$ cat config.mk
export PLATFORM = sky130hd
export DESIGN_NAME = bba_find_zero
export DESIGN_NICKNAME = d
export VERILOG_FILES = /design/src/bba_pkg.sv /design/src/bba_find_zero.sv
export SDC_FILE = /design/constraint.sdc
export NUM_CORES = 1
export LEC_CHECK = 0
export BUFFER_PORTS_ARGS = -buffer_cell sky130_fd_sc_hd__buf_2
export CAP_MARGIN = 20
export CORE_MARGIN = 2
export CORE_UTILIZATION = 40
export DETAILED_ROUTE_END_ITERATION = 12
export GPL_TIMING_DRIVEN = 0
export PLACE_DENSITY = 0.84
export SYNTH_ARGS = -nofsm -noshare
export SYNTH_HDL_FRONTEND = slang
export SYNTH_SLANG_ARGS = --single-unit
$ cat constraint.sdc
create_clock -name vclk -period 1.5
set_clock_uncertainty 0.1 [all_clocks]
set_input_delay 0.075 -clock vclk [all_inputs]
set_output_delay 0.075 -clock vclk [all_outputs]
set_load 0.01 [all_outputs]
$ cat src/bba_pkg.sv
package bba_pkg;

  localparam int MAX_BITS  = 4096;
  localparam int IDX_W     = 12;
  localparam int CNT_W     = 13;
  localparam int WORD_BITS = 64;
  localparam int BIT_W     = $clog2(WORD_BITS);
  localparam int ROWS      = MAX_BITS / WORD_BITS;
  localparam int ROW_W     = $clog2(ROWS);
  localparam int GRP_BITS  = 8;
  localparam int GRPS      = WORD_BITS / GRP_BITS;
  localparam int GRP_W     = $clog2(GRP_BITS);

  localparam logic [CNT_W-1:0] BLOCK_COUNT_RESET = CNT_W'(4096);
  localparam logic [CNT_W-1:0] MAP_LIMIT         = CNT_W'(MAX_BITS);

  localparam logic CMD_ALLOC = 1'b0;
  localparam logic CMD_FREE  = 1'b1;

  localparam logic REG_BLOCK_COUNT = 1'b0;

  typedef enum logic [1:0] {
    ST_OK    = 2'd0,
    ST_FULL  = 2'd1,
    ST_RANGE = 2'd2
  } status_t;

  typedef struct packed {
    logic             cmd;
    logic [IDX_W-1:0] free_idx;
  } req_t;

  typedef struct packed {
    logic [IDX_W-1:0] alloc_index;
    status_t          status;
  } rsp_t;

  typedef struct packed {
    logic             found;
    logic [BIT_W-1:0] pos;
  } zfind_t;

endpackage

$ cat src/bba_find_zero.sv
module bba_find_zero
  import bba_pkg::*;
(
  input  logic [WORD_BITS-1:0] bits,
  output zfind_t               res
);

  logic [GRPS-1:0]  grp_has;
  logic [GRP_W-1:0] grp_pos [GRPS];

  // lowest clear bit within each byte-sized group
  always_comb begin
    for (int g = 0; g < GRPS; g++) begin
      grp_has[g] = 1'b0;
      grp_pos[g] = '0;
      for (int b = GRP_BITS - 1; b >= 0; b--) begin
        if (!bits[g*GRP_BITS + b]) begin
          grp_has[g] = 1'b1;
          grp_pos[g] = GRP_W'(b);
        end
      end
    end
  end

  // then the lowest group that has one
  always_comb begin
    res = '0;
    for (int g = GRPS - 1; g >= 0; g--) begin
      if (grp_has[g]) begin
        res.found = 1'b1;
        res.pos   = {(BIT_W-GRP_W)'(g), grp_pos[g]};
      end
    end
  end

endmodule

# --- After elaboration in Yosys (flattened, before gate mapping) ---
# Index checks and enable logic that the tools add are counted.
totals:
  register_bits: 0
  inputBits: 64
  out_inout_bits: 7
  word_cells: 136
op_classes:
  mux: 136
op_table:
  columns: ["cell", "count"]
  rows:
  - ["$mux W3", 64]
  - ["$mux W1", 64]
  - ["$mux W7", 8]

# --- Longest topological paths before layout ---
# Gate-level depths: netlist (run 1).
logic_depth:
  word_depth: 16
  depth_mapped: 6

# --- Worst setup path before layout (run 1) ---
# No wires, ideal clock.
synth_timing:
  kind: "input to output"
  startpoint: "input port bits[36]"
  endpoint: "output port res[0] (netlist bit)"
  t_arrival_ps: 1099
  required_time_ps: 1325
  slack_ps: 226
  stages: 5
  n_path_buf: 0
  path_cell_list: "nand4_1 > or2_4 > nor3b_2 > a221oi_1 > o31ai_1"
synth_rtl:
  columns: ["item", "line", "rtl"]
  rows:
  - ["start, declared", "bba_find_zero.sv:4", "input logic [WORD_BITS-1:0] bits,"]
  - ["end, declared", "bba_find_zero.sv:5", "output zfind_t res"]

==> results of run 1 <==
==> through the flow <==
step,setup slack (ps),TNS [ps],hold WS [ps]
after floorplan,225.6,0,187.3
after global placement,-42.49,-53.34,397.7
after detailed placement,-43.98,-46.10,404.5
after CTS,1.445,0,404.4
after global routing,-180.3,-691.2,443.1
final,-107.0,-205.6,414.3
==> worst max-delay path: stages <==
cell      delay [ps]
buf_2            100
nand4_1          130
buf_4            180
nor4_4           320
buf_4            170
nand2_1           60
a21oi_2          100
a211oi_1          60
o31ai_1           70
buf_2            170
==> power by group through the flow <==
stage	combinational (W)	clock [W]	sequential, W
2_1_floorplan	0.0000794	0	0
3_3_place_gp	0.000211	0	0
3_5_place_dp	0.000223	0	0
4_1_cts	0.000229	0	0
5_1_grt	0.000261	0	0
6_report	0.000231	0	0
==> cells by family (layout without fill, tap and decap cells) <==
kind of cell,after synthesis,count (layout)
AND/OR/NAND/NOR,63,63
AO/OA/AOI/OAI,55,55
buffers and inverters,20,95
==> repair_timing <==
action / CTS / global route
endpoints found under the setup margin: 2 / 5
pin swaps: 3 / 3
setup buffers: 2 / 2
resized for setup: 2 / 1
==> final timing paths <==
kind | start | end | slack (ps) | cells after the start
worst min-delay path | bits[24] | res[0] | 410 | 4
worst max-delay path | bits[7] | res[0] | -110 | 10
==> layout by cell type, fill, tap and decap left out, drive strengths merged <==
master	n
or2	2
nand3	7
nand4	13
a21boi	5
o211ai	2
and2	1
o22ai	2
nor3b	1
a31oi	9
nor2	7
buf	75
o21ai	19
a21oi	10
nand2	22
o31ai	2
nand2b	3
a2111oi	1
nor4	3
a211oi	1
and4	3
o311ai	1
o2bb2ai	1
a221oi	2
nor3	1
inv	20
==> per-layer routing <==
layer  vias up  global-route usage [%]  part of all wire (%)
met2        47                   47.95                    52
met1       619                   28.52                    40
li1        680                       -                     -
met4         0                   5.714                   1.9
met5         -                       0                     0
met3        10                   2.761                   6.4
==> layout make-up <==
cell class / count / area share [%]
multi-input cells: 118 / 60.26
repair buffers: 75 / 30.99
inverters: 20 / 6.036
well taps: 27 / 2.716
==> results.sh, run 1 <==
export IMPL_ant_nets=0
export IMPL_cp_max_fo=3
export IMPL_post_drt_wl_per_cell_microns=12.00
export IMPL_hold_violations=0
export IMPL_swShare_pct=53.91
export IMPL_p_total_w=0.0002313
export IMPL_grt_max_degree=6
export IMPL_p_comb_share_pct=100.0
export IMPL_avgSynthCellArea_sq_um=5.848
export IMPL_fin_nets=279
export IMPL_failed_checks="negative setup slack"
export IMPL_grt_pass1_wl_microns=5043
export IMPL_rsz0062_at_grt="true"
export IMPL_drt_initial_drc_count=27
export IMPL_synth_top_area_share_pct=10.23
export IMPL_maxSlewViolCount=0
export IMPL_synth_compound_gate_area_share_pct=43.10
export IMPL_clockPowerShare_pct=0
export IMPL_maxSlewHeadroom_pct=65.18
export IMPL_vias_per_cell=5.650
export IMPL_cp_arrival_ps=1430
export IMPL_drive_gt1_share_pct=42.25
export IMPL_internal_power_w=0.0001066
export IMPL_area_growth_pct=54.11
export IMPL_synthAdderAreaFrac_pct=0
export IMPL_synth_cell_types=32
export IMPL_synthTopCellsByCount="nand2_1, inv_1, o21ai_0"
export IMPL_powerDensity_mw_per_mm2=186.0
export IMPL_post_dp_cell_area_sq_mm=0.001196
export IMPL_synth_top_family_by_area="simple AND/OR/NAND/NOR gates"
export IMPL_start_util_pct=41.99
export IMPL_synthCells=138
export IMPL_die_area_sq_mm=0.002393
export IMPL_fin_util_pct=64.71
export IMPL_peakVddDrop_v=0.0001306
export IMPL_p_seq_share_pct=0
export IMPL_outcome="finished, violations left"
export IMPL_dpl_hpwl_microns=2461
export IMPL_setup_viol=4
export IMPL_antennaDiodeCount=0
export IMPL_synth_simple_area_share_pct=47.60
export IMPL_post_synth_top_area_cell="nand2_1"
export IMPL_design_seq_count=0
export IMPL_fin_crit_sh_pct=107.1
export IMPL_worstSetupPathType="in2out"
export IMPL_min_path_type="in2out"
export IMPL_grt_overflow_total=0
export IMPL_critical_path_required_ps=1320
export IMPL_synthMuxAreaShare_pct=0
export IMPL_clock_fmax_mhz=622.3
export IMPL_instances_no_fill=240
export IMPL_vias=1356
export IMPL_min_period_ps=1607
export IMPL_p_sw_w=0.0001247
export IMPL_totalWireLength_microns=2879
export IMPL_power_leakage_nw=0.6232
export IMPL_synth_xor_area_share_pct=0
export IMPL_drv_cap=0
export IMPL_port_buffers=71
export IMPL_antenna_found_initial=0
export IMPL_cts_hold_fix_buffers=0
export IMPL_synth_area_top_cells="nand2_1, o21ai_0, inv_1, a31oi_1, nand4_1"
export IMPL_fillCellCount=196
export IMPL_worst_slack_ps=-107.0
export IMPL_multi_input_area_sq_um=749.5
export IMPL_syn_area_sq_um=807.0
export IMPL_critPathLaunchType="primary input"
export IMPL_core_sq_mm=0.001922
export IMPL_num_rows=16
export IMPL_gp_congestion=0.8669
export IMPL_synth_warnings=0
export IMPL_dpl_cell_count=236
export IMPL_yosysMostFrequentCell="nand2_1"
export IMPL_worst_pin_slew_ps=517.6
export IMPL_synth_nets=202
export IMPL_clockBufferCount=0
export IMPL_synth_seq_area_share_pct=0
export IMPL_grt_pass1_vias=1270
export IMPL_ios=71
export IMPL_groute_usage_overall_pct=24.74
export IMPL_dr_pass1_iters=4
export IMPL_seq_area_sq_um=0
export IMPL_fin_area_sq_mm=0.001244
export IMPL_drc=0
export IMPL_worstSetupEndpointType="output pin"
export IMPL_die_h_microns=48.92
export IMPL_dieWidth_microns=48.92
No activity file was read; power rests on OpenSTA's default activity.
==> run 2: changes to the inputs <==
MAX_ROUTING_LAYER = met4   (was default)
==> run 2 against run 1 <==
Compared with the run above: the run still ends with negative setup slack left; sequential share of layout area is the same; global-route usage increased by 0.82 points; final area stayed put; routed wire length down 0.42%; clock-buffer cell count unchanged; largest cell class unchanged.
==> results.sh, run 2 (synthesis results as in run 1) <==
export IMPL_outcome="finished, violations left"
export IMPL_failed_checks="negative setup slack"
export IMPL_use_met1_pct=29.07
export IMPL_power_leakage_nw=0.6232
export IMPL_fin_area_sq_mm=0.001244
export IMPL_dpl_hpwl_microns=2461
export IMPL_drt_initial_drc_count=29
export IMPL_critPathLaunchType="primary input"
export IMPL_drv_cap=0
export IMPL_ios=71
export IMPL_vias=1364
export IMPL_rsz0062_at_grt="true"
export IMPL_final_cell_mix="buf_2, nand2_1, inv_1"
export IMPL_ant_nets=0
export IMPL_fin_crit_sh_pct=106.5
export IMPL_grt_busiest_layer="met2"
export IMPL_min_period_ps=1597
export IMPL_mostFrequentLayoutCell="buf_2"
export IMPL_drc=0
export IMPL_critical_path_required_ps=1320
export IMPL_grt_pass1_wl_microns=5071
export IMPL_p_total_w=0.0002314
export IMPL_fin_nets=279
export IMPL_critPathTopFamily="buffers and inverters"
export IMPL_maxSlewViolCount=0
export IMPL_cp_arrival_ps=1420
export IMPL_totalWireLength_microns=2867
export IMPL_vias_per_cell=5.683
export IMPL_clockBufferCount=0
export IMPL_seq_area_sq_um=0
export IMPL_worstSetupStartpoint="bits[7]"
export IMPL_post_dp_cell_area_sq_mm=0.001196
export IMPL_dpl_cell_count=236
export IMPL_core_sq_mm=0.001922
export IMPL_peakVddDrop_v=0.0001308
export IMPL_clock_fmax_mhz=626.1
export IMPL_setup_viol=3
export IMPL_grt_overflow_total=0
export IMPL_crit_chain="buf_2 -> nand4_1 -> buf_4 -> nor4_4 -> buf_4 -> nand2_1 -> a21oi_2 -> a211oi_1 -> o31ai_1 -> buf_2"
export IMPL_instances_no_fill=240
export IMPL_dp_worst_setup_slack_ps=-43.98
export IMPL_critical_path_buf_inv_count=4
export IMPL_start_util_pct=41.99
export IMPL_worstSetupPathType="in2out"
export IMPL_gp_congestion=0.8810
export IMPL_hold_violations=0
export IMPL_antenna_found_initial=0
export IMPL_powerDensity_mw_per_mm2=186.1
export IMPL_min_path_type="in2out"
export IMPL_dieWidth_microns=48.92
export IMPL_whs_path_depth=4
export IMPL_grt_pass1_vias=1265
export IMPL_worst_slack_ps=-97.07
export IMPL_design_seq_count=0
export IMPL_dr_pass1_iters=4
export IMPL_cp_max_fo=3
export IMPL_die_area_sq_mm=0.002393
export IMPL_antennaDiodeCount=0
export IMPL_area_growth_pct=54.11
export IMPL_maxSlewHeadroom_pct=64.73
export IMPL_worstHoldStart="bits[24]"
export IMPL_grt_max_degree=6
export IMPL_gr_usage_met3_pct=2.454
export IMPL_globalRouteMet2Util_pct=48.40
export IMPL_cpMaxStageDelayCell="nor4_4"
export IMPL_worst_pin_slew_ps=524.2
export IMPL_hold_end="res[0]"
export IMPL_drive_gt1_share_pct=42.25
export IMPL_fillCellCount=196
export IMPL_groute_usage_overall_pct=25.56
export IMPL_worstSetupEndpointType="output pin"
export IMPL_die_h_microns=48.92
export IMPL_max_stage_delay_ps=320
export IMPL_post_drt_wl_per_cell_microns=11.95
export IMPL_num_rows=16
export IMPL_port_buffers=71
export IMPL_worst_hold_slack_ps=414.5
## run 2: cell counts in the layout (fill, tap and decap cells not counted)
Identical to the previous run, type by type.
## run 2: area by class of cell
type	count	area [sq um]	share of cell area, %
Timing Repair Buffer	75	385.4	30.99
Tap cell	27	33.78	2.716
Inverter	20	75.07	6.036
Multi-Input combinational cell	118	749.5	60.26
## run 2: how the worst max path moves through the flow
stage | to | slack [ps] | depth (start not counted)
2_1_floorplan | res[0] | 230 | 5
3_3_place_gp | res[0] | -40 | 7
3_5_place_dp | res[0] | -40 | 7
4_1_cts | res[1] | 1 | 6
5_1_grt | res[0] | -180 | 8
6_report | res[0] | -100 | 10
## run 2: timing repair
action | in CTS | in global routing
pin swaps | 3 | 3
resized for setup | 2 | 1
setup buffers | 2 | 2
hold buffers | 0 | 0
endpoints found under the setup margin | 2 | 5
## run 2: tightest hold or removal path, delay by kind of cell
family	cells	cell delay, ps
buf+inv	2	250
compound gates	1	60
simple gates	1	60
## run 2: power by group
part           leakage, nW  switching (W)  internal [W]  total [W]
Clock                    0              0             0          0
Sequential               0              0             0          0
Combinational        0.623       0.000125      0.000107   0.000231
Total                0.623       0.000125      0.000107   0.000231
## run 2: metrics by stage
step | utilization, % | TNS (ps)
after CTS | 63.74 | 0
after global placement | 62.24 | -53.34
final | 64.71 | -153.7
after global routing | 64.71 | -691.2
after floorplan | - | 0
after detailed placement | 62.24 | -46.10
## run 2: metal layers
layer	routed length, microns	vias up
met4	55	0
li1	-	682
met1	1146	621
met2	1493	51
met3	172	10
met5	0	-
==> run 3: changes to the inputs <==
ABC_AREA = 1   (was default)
PLACE_DENSITY = 0.82   (was 0.84)
==> run 3 against run 2 <==
Compared with the run above: the run now ends clean; sequential share of layout area did not move; global-route usage fell by 6.2 points; final area rose by 7.3%; first-iteration DRC count fell by 31%; cell count rose by 20%; hold slack improved by 15 ps; fmax rose by 7.7%; power rose by 5.9%; critical path depth did not move; die area rose by 6.7%; synthesized area rose by 7.3%.
==> results.sh, run 3 <==
export IMPL_setup_tns_ps=0
export IMPL_worst_slack_ps=17.76
export IMPL_start_util_pct=43.25
export IMPL_cp_arrival_ps=1310
export IMPL_outcome="finished, final reports clean"
export IMPL_worst_hold_slack_ps=429.7
export IMPL_critical_path_required_ps=1320
export IMPL_synth_area_top_cells="nand2_1, inv_1, nand3_1, o21ai_0, nor2_1"
export IMPL_dr_pass1_iters=5
export IMPL_synth_warnings=0
export IMPL_clockBufferCount=0
export IMPL_dpl_hpwl_microns=2185
export IMPL_ant_nets=0
export IMPL_die_area_sq_mm=0.002553
export IMPL_synth_cell_types=20
export IMPL_core_sq_mm=0.002002
export IMPL_yosysMostFrequentCell="nand2_1"
export IMPL_mostFrequentLayoutCell="buf_2"
export IMPL_vias_per_cell=4.858
export IMPL_dp_worst_setup_slack_ps=64.36
export IMPL_die_h_microns=50.53
export IMPL_grt_pass1_vias=1162
export IMPL_synth_seq_area_share_pct=0
export IMPL_fillCellCount=219
export IMPL_maxSlewViolCount=0
export IMPL_path_common_cell="buf_2"
export IMPL_avgSynthCellArea_sq_um=4.605
export IMPL_syn_area_sq_um=865.8
export IMPL_maxSlewHeadroom_pct=82.31
export IMPL_p_sw_w=0.0001276
export IMPL_grt_overflow_total=0
export IMPL_crit_chain="buf_2 -> nand2_1 -> nor2_2 -> nand3_1 -> nand2_4 -> buf_4 -> a31oi_1 -> o21ai_0 -> a21oi_1 -> buf_2"
export IMPL_dieWidth_microns=50.53
export IMPL_p_total_w=0.0002450
export IMPL_worstSetupEndpointType="output pin"
export IMPL_powerDensity_mw_per_mm2=183.5
export IMPL_seq_area_sq_um=0
export IMPL_synth_nets=252
export IMPL_fin_util_pct=66.69
export IMPL_final_cell_mix="buf_2, nand2_1, inv_1"
export IMPL_fin_nets=327
export IMPL_worstSetupStartpoint="bits[57]"
export IMPL_power_leakage_nw=0.7634
export IMPL_rsz0062_at_grt="true"
export IMPL_peakVddDrop_v=0.0001044
export IMPL_grt_pass1_wl_microns=4084
export IMPL_clock_fmax_mhz=674.7
export IMPL_critPathLaunchType="primary input"
export IMPL_cp_max_fo=3
export IMPL_synthCells=188
export IMPL_ios=71
export IMPL_hold_violations=0
export IMPL_port_buffers=71
export IMPL_fin_crit_sh_pct=98.82
export IMPL_drv_cap=0
export IMPL_post_synth_top_area_cell="nand2_1"
export IMPL_min_period_ps=1482
export IMPL_totalWireLength_microns=2569
export IMPL_setup_viol=0
export IMPL_drt_initial_drc_count=20
export IMPL_grt_max_degree=6
export IMPL_p_comb_share_pct=100.0
export IMPL_antennaDiodeCount=0
export IMPL_drive_gt1_share_pct=32.95
export IMPL_area_growth_pct=54.19
export IMPL_cts_hold_fix_buffers=0
export IMPL_post_drt_wl_per_cell_microns=8.920
export IMPL_swShare_pct=52.09
export IMPL_internal_power_w=0.0001174
export IMPL_gp_congestion=0.8143
export IMPL_drc=0
export IMPL_worstHoldStart="bits[1]"
export IMPL_clockPowerShare_pct=0
export IMPL_synthTopCellsByCount="nand2_1, inv_1, nand3_1, nor2_1, o21ai_0"
export IMPL_worst_pin_slew_ps=262.4
export IMPL_p_seq_share_pct=0
export IMPL_vias=1399
export IMPL_design_seq_count=0
export IMPL_num_rows=16
export IMPL_cpMaxStageDelayCell="o21ai_0"
export IMPL_synth_top_area_share_pct=24.28
export IMPL_max_stage_delay_ps=240
export IMPL_antenna_found_initial=0
export IMPL_min_path_type="in2out"
export IMPL_worstSetupPathType="in2out"
export IMPL_groute_usage_overall_pct=19.40
-- run 3: changes by cell type after synthesis, moves of 3 or more --
cell and change:
a31oi_1 -6, and4_1 -3, inv_1 +14, nand2_1 +34, nand2b_1 -3, nand3_1 +11
nor2_1 +13, nor3_1 +3
-- run 3: cells by family after synthesis --
kind of cell / synth area share (%)
and+or+nand+nor: 59.97
AOI/OAI and AO/OA: 24.86
buffers and inverters: 15.17
-- run 3: worst max-delay path, delay by kind of cell --
kind / cells / cell delay, ps
buffers and inverters: 3 / 340
AO/OA/AOI/OAI: 3 / 410
AND/OR/NAND/NOR: 4 / 490
-- run 3: stage by stage --
| step | cell area [sq um] | std cells |
|---|---|---|
| final | 1335 | 288 |
| after global routing | 1335 | 288 |
| after CTS | 1255 | 286 |
| after detailed placement | 1255 | 286 |
| after global placement | 1255 | 286 |
| after floorplan | 865.8 | 188 |
-- run 3: area by class of cell --
type	count	area (sq um)	area share (%)
inverter	35	131.4	9.841
multi-input combinational	153	773.2	57.92
tap	27	33.78	2.530
timing repair buffer	73	396.6	29.71
-- run 3: final timing paths --
| check | end | cells past startpoint |
|---|---|---|
| worst min-delay path | res[2] | 4 |
| worst max-delay path | res[3] | 10 |
-- run 3: what timing repair did --
action	in CTS	in global routing
endpoints found under the setup margin	0	7
resized for setup	0	15
setup buffers	0	2
-- run 3: power by group through the flow --
stage,clock network [W],registers (W),logic (W)
final,0,0,0.000245
after global placement,0,0,0.000224
after floorplan,0,0,0.0000956
after detailed placement,0,0,0.000226
after global routing,0,0,0.000282
after CTS,0,0,0.000228
-- run 3: metal layers --
layer / track usage, % / share of wire [%] / vias to the layer above
li1: - / - / 773
met1: 26.34 / 48 / 586
met2: 34.65 / 47 / 40
met3: 0 / 5.2 / 0
met4: 0 / 0 / 0
met5: - / 0 / -
